## src/design/assert_macros.svh

```systemverilog
// Assertion macros used by the top-level RTL file.
`ifndef ASSERT_MACROS_SVH
`define ASSERT_MACROS_SVH
`ifndef SYNTH
// Implication checked on every rising clock edge outside reset.
`define CHK_IMPLY(label, clk, rst_n, ante, cons) \
    label: assert property (@(posedge clk) disable iff (!rst_n) (ante) |-> (cons)) \
        else $error("check failed");
// Next-cycle implication checked outside reset.
`define CHK_NEXT(label, clk, rst_n, ante, cons) \
    label: assert property (@(posedge clk) disable iff (!rst_n) (ante) |=> (cons)) \
        else $error("check failed");
`else
`define CHK_IMPLY(label, clk, rst_n, ante, cons)
`define CHK_NEXT(label, clk, rst_n, ante, cons)
`endif
`endif

```

## src/design/kh_pkg.sv

```systemverilog
// ---------------------------------------------------------------------------
// kh_pkg
// Types and constants shared by the Keccak-256 byte hasher modules.
// ---------------------------------------------------------------------------
`default_nettype none
package kh_pkg;
    localparam int unsigned LANES = 25;
    localparam logic [8:0] LFSR_POLY = 9'h171;
    localparam logic [7:0] PAD_FIRST = 8'h01;
    localparam logic [7:0] PAD_LAST = 8'h80;

    typedef logic [63:0] t_lane;
    typedef t_lane t_state [LANES];

    // Controller states.
    typedef enum logic [2:0] {
        ST_IDLE,
        ST_PERM_FULL,
        ST_PAD,
        ST_PERM_LAST,
        ST_EMIT
    } t_state_e;

    // Commands from the controller to the datapath.
    typedef struct packed {
        logic absorb;
        logic pad;
        logic round_start;
        logic round_step;
        logic clear;
    } t_cmd;

    // Rotation offsets indexed by x*5+y.
    function automatic logic [5:0] rot_amt(input int unsigned x, input int unsigned y);
        logic [5:0] tbl [25];
        tbl = '{6'd0, 6'd36, 6'd3, 6'd41, 6'd18,
                6'd1, 6'd44, 6'd10, 6'd45, 6'd2,
                6'd62, 6'd6, 6'd43, 6'd15, 6'd61,
                6'd28, 6'd55, 6'd25, 6'd21, 6'd56,
                6'd27, 6'd20, 6'd39, 6'd8, 6'd14};
        return tbl[x*5+y];
    endfunction

    function automatic t_lane rotl(input t_lane v, input logic [5:0] n);
        logic [127:0] d;
        d = {v, v} << n;
        return d[127:64];
    endfunction
endpackage
`default_nettype wire

```

## src/design/kh_ctrl.sv

```systemverilog
// ---------------------------------------------------------------------------
// kh_ctrl
// Sequencer for absorb, padding, permutation rounds and digest output.
// ---------------------------------------------------------------------------
`default_nettype none
module kh_ctrl #(
    parameter int unsigned RATE_BYTES = 136,
    parameter int unsigned ROUNDS = 24,
    parameter int unsigned WORDS = 4
) (
    input  wire logic         i_clk,
    input  wire logic         i_rst_n,
    input  wire logic         i_valid,
    output logic              o_stall,
    input  wire logic         i_has_byte,
    input  wire logic         i_last,
    output kh_pkg::t_cmd      o_cmd,
    output logic [7:0]        o_offset,
    output logic              o_valid,
    input  wire logic         i_stall,
    output logic [1:0]        o_word_index,
    output logic              o_last_word,
    output kh_pkg::t_state_e  o_state
);
    kh_pkg::t_state_e r_state, n_state;
    logic [7:0] r_offset, n_offset;
    logic [4:0] r_round, n_round;
    logic [1:0] r_word, n_word;
    logic       r_fin, n_fin;
    logic       acc;

    // A request is taken only while the sequencer waits in idle.
    assign acc = i_valid && (r_state == kh_pkg::ST_IDLE);

    always_ff @(posedge i_clk) begin
        if (!i_rst_n) begin
            r_state <= kh_pkg::ST_IDLE;
            r_offset <= '0;
            r_round <= '0;
            r_word <= '0;
            r_fin <= 1'b0;
        end else begin
            r_state <= n_state;
            r_offset <= n_offset;
            r_round <= n_round;
            r_word <= n_word;
            r_fin <= n_fin;
        end
    end

    // Next state and commands.
    always_comb begin
        n_state = r_state;
        n_offset = r_offset;
        n_round = r_round;
        n_word = r_word;
        n_fin = r_fin;
        o_cmd = '0;
        o_stall = (r_state != kh_pkg::ST_IDLE);
        o_valid = 1'b0;
        unique case (r_state)
            kh_pkg::ST_IDLE: begin
                if (acc) begin
                    n_fin = i_last;
                    if (i_has_byte) begin
                        o_cmd.absorb = 1'b1;
                        if (r_offset == 8'(RATE_BYTES - 1)) begin
                            n_offset = '0;
                            n_round = '0;
                            o_cmd.round_start = 1'b1;
                            n_state = kh_pkg::ST_PERM_FULL;
                        end else begin
                            n_offset = r_offset + 8'd1;
                            if (i_last) n_state = kh_pkg::ST_PAD;
                        end
                    end else if (i_last) begin
                        n_state = kh_pkg::ST_PAD;
                    end
                end
            end
            kh_pkg::ST_PERM_FULL, kh_pkg::ST_PERM_LAST: begin
                o_cmd.round_step = 1'b1;
                n_round = r_round + 5'd1;
                if (r_round == 5'(ROUNDS - 1)) begin
                    n_round = '0;
                    if (r_state == kh_pkg::ST_PERM_LAST) begin
                        n_word = '0;
                        n_state = kh_pkg::ST_EMIT;
                    end else if (r_fin) begin
                        n_state = kh_pkg::ST_PAD;
                    end else begin
                        n_state = kh_pkg::ST_IDLE;
                    end
                end
            end
            kh_pkg::ST_PAD: begin
                o_cmd.pad = 1'b1;
                o_cmd.round_start = 1'b1;
                n_round = '0;
                n_state = kh_pkg::ST_PERM_LAST;
            end
            kh_pkg::ST_EMIT: begin
                o_valid = 1'b1;
                if (!i_stall) begin
                    n_word = r_word + 2'd1;
                    if (r_word == 2'(WORDS - 1)) begin
                        o_cmd.clear = 1'b1;
                        n_offset = '0;
                        n_fin = 1'b0;
                        n_state = kh_pkg::ST_IDLE;
                    end
                end
            end
            default: n_state = kh_pkg::ST_IDLE;
        endcase
    end

    assign o_offset = r_offset;
    assign o_word_index = r_word;
    assign o_last_word = (r_word == 2'(WORDS - 1));
    assign o_state = r_state;
endmodule
`default_nettype wire

```

## config.mk

```make
export PLATFORM = sky130hd
export DESIGN_NAME = kh_ctrl
export DESIGN_NICKNAME = d
export VERILOG_FILES = /design/src/design/assert_macros.svh /design/src/design/kh_pkg.sv /design/src/design/kh_ctrl.sv
export SDC_FILE = /design/constraint.sdc
export NUM_CORES = 1
export LEC_CHECK = 0
export BUFFER_PORTS_ARGS = -buffer_cell sky130_fd_sc_hd__buf_2
export CAP_MARGIN = 5
export CORE_MARGIN = 3
export CORE_UTILIZATION = 52
export DETAILED_ROUTE_END_ITERATION = 8
export GPL_TIMING_DRIVEN = 1
export PLACE_DENSITY_LB_ADDON = 0.1
export SYNTH_ARGS = -nofsm -noshare
export SYNTH_HDL_FRONTEND = slang
export SYNTH_SLANG_ARGS = --single-unit
```

## constraint.sdc

```tcl
create_clock -name i_clk -period 1.7 [get_ports i_clk]
set_input_delay 0.34 -clock i_clk [delete_from_list [all_inputs] [get_ports i_clk]]
set_output_delay 0.34 -clock i_clk [all_outputs]
set_load 0.03 [all_outputs]
```

=== Word level (Yosys, flattened, before mapping) ===
Cells that the tools add are included.

* Input bits: 6
* Logic and storage cells: 76
* Output and inout port bits: 21
* Register bits after elaboration: 19

* Add/sub/neg operators: 3
* Equality and inequality tests: 14
* Muxes and demuxes: 42
* Reductions and logical operators: 12

{| class="wikitable"
|+ Operator list
! kind !! count
|-
| 8-bit two-way mux || 5
|-
| 3-bit two-way mux || 8
|-
| 5-bit two-way mux || 4
|-
| 8-bit case mux with 2 select lines || 1
|-
| 4-bit AND reduction || 4
|-
| 1-bit two-way mux || 15
|-
| 5-bit case mux with 3 select lines || 1
|-
| 2-bit inequality test, second input constant || 6
|-
| 3-bit case mux with 4 select lines || 1
|-
| 8-bit by 1-bit adder with 8-bit output, second input constant || 1
|-
| 8-bit equality test, second input constant || 1
|-
| 2-bit two-way mux || 4
|-
| 3-bit by 2-bit equality test with 1-bit output, second input constant || 2
|-
| 3-bit nonzero test || 2
|-
| 5-bit by 1-bit adder with 5-bit output, second input constant || 1
|-
| 5-bit equality test, second input constant || 1
|-
| 5-bit AND reduction || 1
|-
| 1-bit case mux with 2 select lines || 2
|-
| 2-bit case mux with 2 select lines || 1
|-
| 2-bit nonzero test || 2
|-
| 3-bit by 1-bit equality test with 1-bit output, second input constant || 1
|-
| 3-bit equality test, second input constant || 1
|-
| 3-bit zero test || 1
|-
| 2-bit by 1-bit adder with 2-bit output, second input constant || 1
|-
| 4 further kinds || 4
|}

=== Longest topological paths before layout ===
* Word-level depth: 5
* Depth in mapped cells: 6
* Depth with buffers taken out: 5

=== Worst setup path before layout ===
Ideal clock, no wire load.

* Path type: register -> output
* Start: register r_state[0] (netlist: o_state[0])
* End: output o_cmd[0] (netlist bit)
* Slack: -0.504 ns
* Buffers on the path: 2
* Stages on the path, launching flop included: 6
* Data required time: 1.360 ns
* Arrival time: 1.864 ns
* Cell sequence: dfxtp_1 buf_2 nor2_1 buf_2 nand2_1 nor3b_1

{| class="wikitable"
|+ RTL lines
! element !! RTL line !! text
|-
| start, declared || kh_ctrl.sv:25 || <nowiki>kh_pkg::t_state_e r_state, n_state;</nowiki>
|-
| start signal, assigned || kh_ctrl.sv:37 || <nowiki>r_state <= kh_pkg::ST_IDLE;</nowiki>
|-
| start signal, assigned || kh_ctrl.sv:43 || <nowiki>r_state <= n_state;</nowiki>
|-
| end, declared || kh_ctrl.sv:17 || <nowiki>output kh_pkg::t_cmd o_cmd,</nowiki>
|}

==> summary by stage <==
Die
The effective utilization at floorplan is 56.37%. The full die area is 2790 um2. The number of top-level pins is 27. The core region is 2022 um2.

The die boundary height is 52.82 um. In this run the core area contains 16 standard-cell rows. The horizontal die dimension is 52.82 um.

GRT
The initial antenna violation count is 0. The number of global-route vias before repair is 1029. For met1 alone, demand over resource in global routing was 28.89%. The met3 track demand over resource is 5.413%. The total global routing overflow is 0.

Global routing used 41.94% of the available met2 tracks. The busiest layer in global routing is met2. The maximum number of pins on one net before global-route repair is 16. Global routing used 23.73% of the available tracks across all layers. The first global-routing pass estimated 4.809 mm of wire.

Routing
For this block, the initial DRC count from the detailed router was 29. The count of nets left with antenna violations once routing finished came out at 0. The final layout contains routed wiring with a total length of 3.425 mm. Dividing the detail-routed via count by the number of cells gives 5.763.

The total number of vias is 1193. After detailed routing, the number of remaining DRC violations is 0. In the final routed layout, each cell accounts on average for 16.55 um. The first TritonRoute pass finished after 4 iterations.

Logic synthesis
The combinational family with the most area after synthesis is simple AND/OR/NAND/NOR gates. The area of the mapped netlist is 1140 um2. The xor and xnor area share after synthesis is 3.074%. Summing the areas of all and, or, nand and nor instances in the mapped netlist gives 26.89% of the synthesized area. The register area share after synthesis is 33.37%. The synthesized design contains 19 register bits. For this run, asynchronously set or reset flops after synthesis account for 0%. The number of enable-type register cells in the synthesized netlist is 0. Summing the areas of all fa, ha and maj instances in the mapped netlist gives 3.293% of the synthesized area.

Of the post-synthesis cell area, the dominant cell type holds 33.37%. The most common flop cell mapped by yosys is dfxtp_1. The cell count after synthesis is 132. The post-synthesis compound-gate area fraction is 24.59%. The share of cell area taken by muxes after synthesis is 2.744%.

The number of warning messages in the yosys log is 0. The count of cell types in the netlist is 46. The largest total area in the synthesized netlist belongs to dfxtp_1. The most numerous cell in the Yosys netlist is dfxtp_1. The net count of the mapped netlist is 141. The synthesized area per cell is 8.635 um2. After synthesis, the cell types taking the most area are dfxtp_1 (33%), o21ai_0 (4.0%), nor2_1 (3.6%). Sorting the synthesized cells by how often they occur yields dfxtp_1 (19), nor2_1 (11), o21ai_0 (9), a21oi_1 (6), nand2_1 (6).

Timing
The count of final max-slew check failures is 0. The final clock period utilization by the worst path is 110.6%. For the pin with the worst max-slew slack, the measured transition is 330.8 ps. Setup repair after global routing could not meet its margin everywhere. Across all setup checks in the final design, the least slack found is -180.3 ps.

The number of endpoints failing setup at the final stage is 2. Derived from the worst setup path, the maximum achievable clock frequency is 531.8 MHz. Across the routed clock network, the largest skew measured is 9.535 ps.

The final critical delay including setup and external delays is 1880 ps. The post-route setup TNS is -214.3 ps. The number of failing hold endpoints at the final stage was 0. Headroom to the max-slew limit came out at 77.71%.

Worst hold path
The startpoint identified for the worst hold timing path is i_last. The class of the tightest hold or removal check is input port to flop.

Run
Across the run, the number of max-cap violations was 0.

Run status
The checks that failed: negative setup slack. The run finished, with violations left.

Final layout
Leaving out filler cells and counting taps, the final layout contains 207. 0 antenna diodes ended up in the layout. After the last flow step, the layout net total stands at 190. Summing all multi-input logic gate instances after layout gives 775.7 um2. The register area is 396.6 um2. Relative to the synthesized area, the layout overhead comes to 43.36%. In the final layout, the share of cells above drive strength 1 is 45.56%. The fill cell total of the finished layout is 126.

Critical path
In this run the worst path has a maximum fanout of 2. The reg-to-reg critical path startpoint is o_state[0]. The worst setup path is captured at an output port. The worst setup path is of the flop to output port kind. The data required time of the worst path is 1360 ps. The worst setup path startpoint is o_offset[1]. In this design, the stage delay of the slowest critical-path cell is 360 ps. The critical path's slowest cell is dfxtp_2. Traced cell by cell, the critical path runs through ha_4 > and4b_1 > and3_4 > a21oi_4 > inv_2 > buf_6. The data arrival time of the critical path is 1540 ps. STA classifies the critical path startpoint as a flop.

Placement
The post-DP HPWL is 2.133 mm. In this run, placement finished with an instance count of 190. The count of buffers inserted at the top-level ports is 26.

The weighted congestion reported at the end of routability-driven placement is 0.8276.

CTS
The number of buffers created by CTS is 3. The count of hold-fix buffers inserted at cts is 0. For this design, the sink count on the clock tree is 19.

The maximum number of buffers from clock root to sink is 2. The later pin in the worst-skew pair is clocked with a latency of 330 ps. The CTS tree is built. The clock-pin slew on the worst setup and hold paths is 120 ps. CTS built an H-tree with a depth of 1. The clock root buffer master is clkbuf_4.

Power and ir drop
The analysis attributes to cell leakage a power of 0.7177 nW. Power spread over the standard cell area amounts to 1039 nW/um2. The highest ir drop seen on vdd is 869.9 uV.
==> sequential cells by signal, summed over array words and instances, names as in the netlist <==
name,flops
o_word_index,2
r_round,5
r_fin,1
o_state,3
o_offset,8
==> through the flow <==
stage	area (um2)	total power [mW]	setup slack (ps)	utilization, %	hold slack [ps]
finish	1634	1.697	-180.3	80.82	292.5
global route	1634	1.780	-244.9	80.82	303.0
CTS	1525	1.527	-149.7	75.43	316.7
detailed placement	1391	1.177	21.07	68.81	465.8
global placement	1391	1.174	32.33	68.81	456.7
floorplan	1177	0.9944	-38.81	-	441.2
==> cells in the final DEF, fill, tap and decap left out, types with 2 or more instances in the layout <==
cell type / instances
a21oi_1: 5
dfxtp_2: 4
buf_12: 2
dfxtp_1: 12
xor2_1: 3
clkbuf_4: 3
and2_1: 3
nand3b_1: 2
buf_4: 22
a32o_1: 2
inv_1: 2
nor2_1: 9
a21o_1: 2
a21boi_0: 5
mux2i_1: 2
nand3_1: 5
o211ai_1: 4
buf_6: 7
o21a_1: 3
ha_4: 2
nand2_1: 5
nor2b_1: 2
buf_2: 21
o2111ai_1: 2
dfxtp_4: 3
o21ai_2: 2
nor3b_1: 2
o21ai_0: 9
nand4_1: 2
or3_1: 2
==> final timing paths <==
path	to	slack, ps	cells after the start
worst max-delay path	o_cmd[2]	-180	6
worst min-delay path	o_state[1]	290	3
worst max register to register	o_word_index[1]	10	5
worst min register to register	r_fin	500	2
==> per-layer routing <==
metal  up-vias  wire length, um
li1        588                -
met1       566             1489
met2        33             1696
met3         6              167
met4         0               72
met5         -                0
==> what timing repair did <==
item / in CTS / in global routing
pin swaps: 2 / 3
endpoints found under the setup margin: 6 / 14
buffers inserted: 6 / 7
resized for setup: 19 / 11
cloned: 0 / 0
==> power by group <==
part / internal (mW) / switching [mW] / total [mW] / leakage (nW)
clock: 0.0886 / 0.165 / 0.254 / 0.0177
sequential: 0.496 / 0.0630 / 0.558 / 0.158
combinational: 0.408 / 0.477 / 0.885 / 0.542
total: 0.992 / 0.705 / 1.70 / 0.718
==> worst max-delay path: cells and delay by family, from the launching register on <==
kind	cells	cell delay, ps
AND/OR/NAND/NOR	2	370
buffers and inverters	2	180
flip-flops	1	360
AO/OA/AOI/OAI	1	160
adder cells (fa/ha/maj)	1	150
==> area by class of cell <==
class	instances	share of cell area, %
clock buffer	3	1.378
clock inverter	1	0.3063
inverter	3	0.6891
multi-input combinational	102	47.47
sequential	19	24.27
tap	27	2.067
timing repair buffer	52	23.81
==> cell families (layout without fill, tap and decap cells) <==
family	after synthesis	in the layout
simple gates	51	51
compound gates	41	41
fa+ha+maj	3	3
flops	19	19
mux	3	3
buf+inv	11	59
xor+xnor	4	4
(Power assumes the default switching activity.)
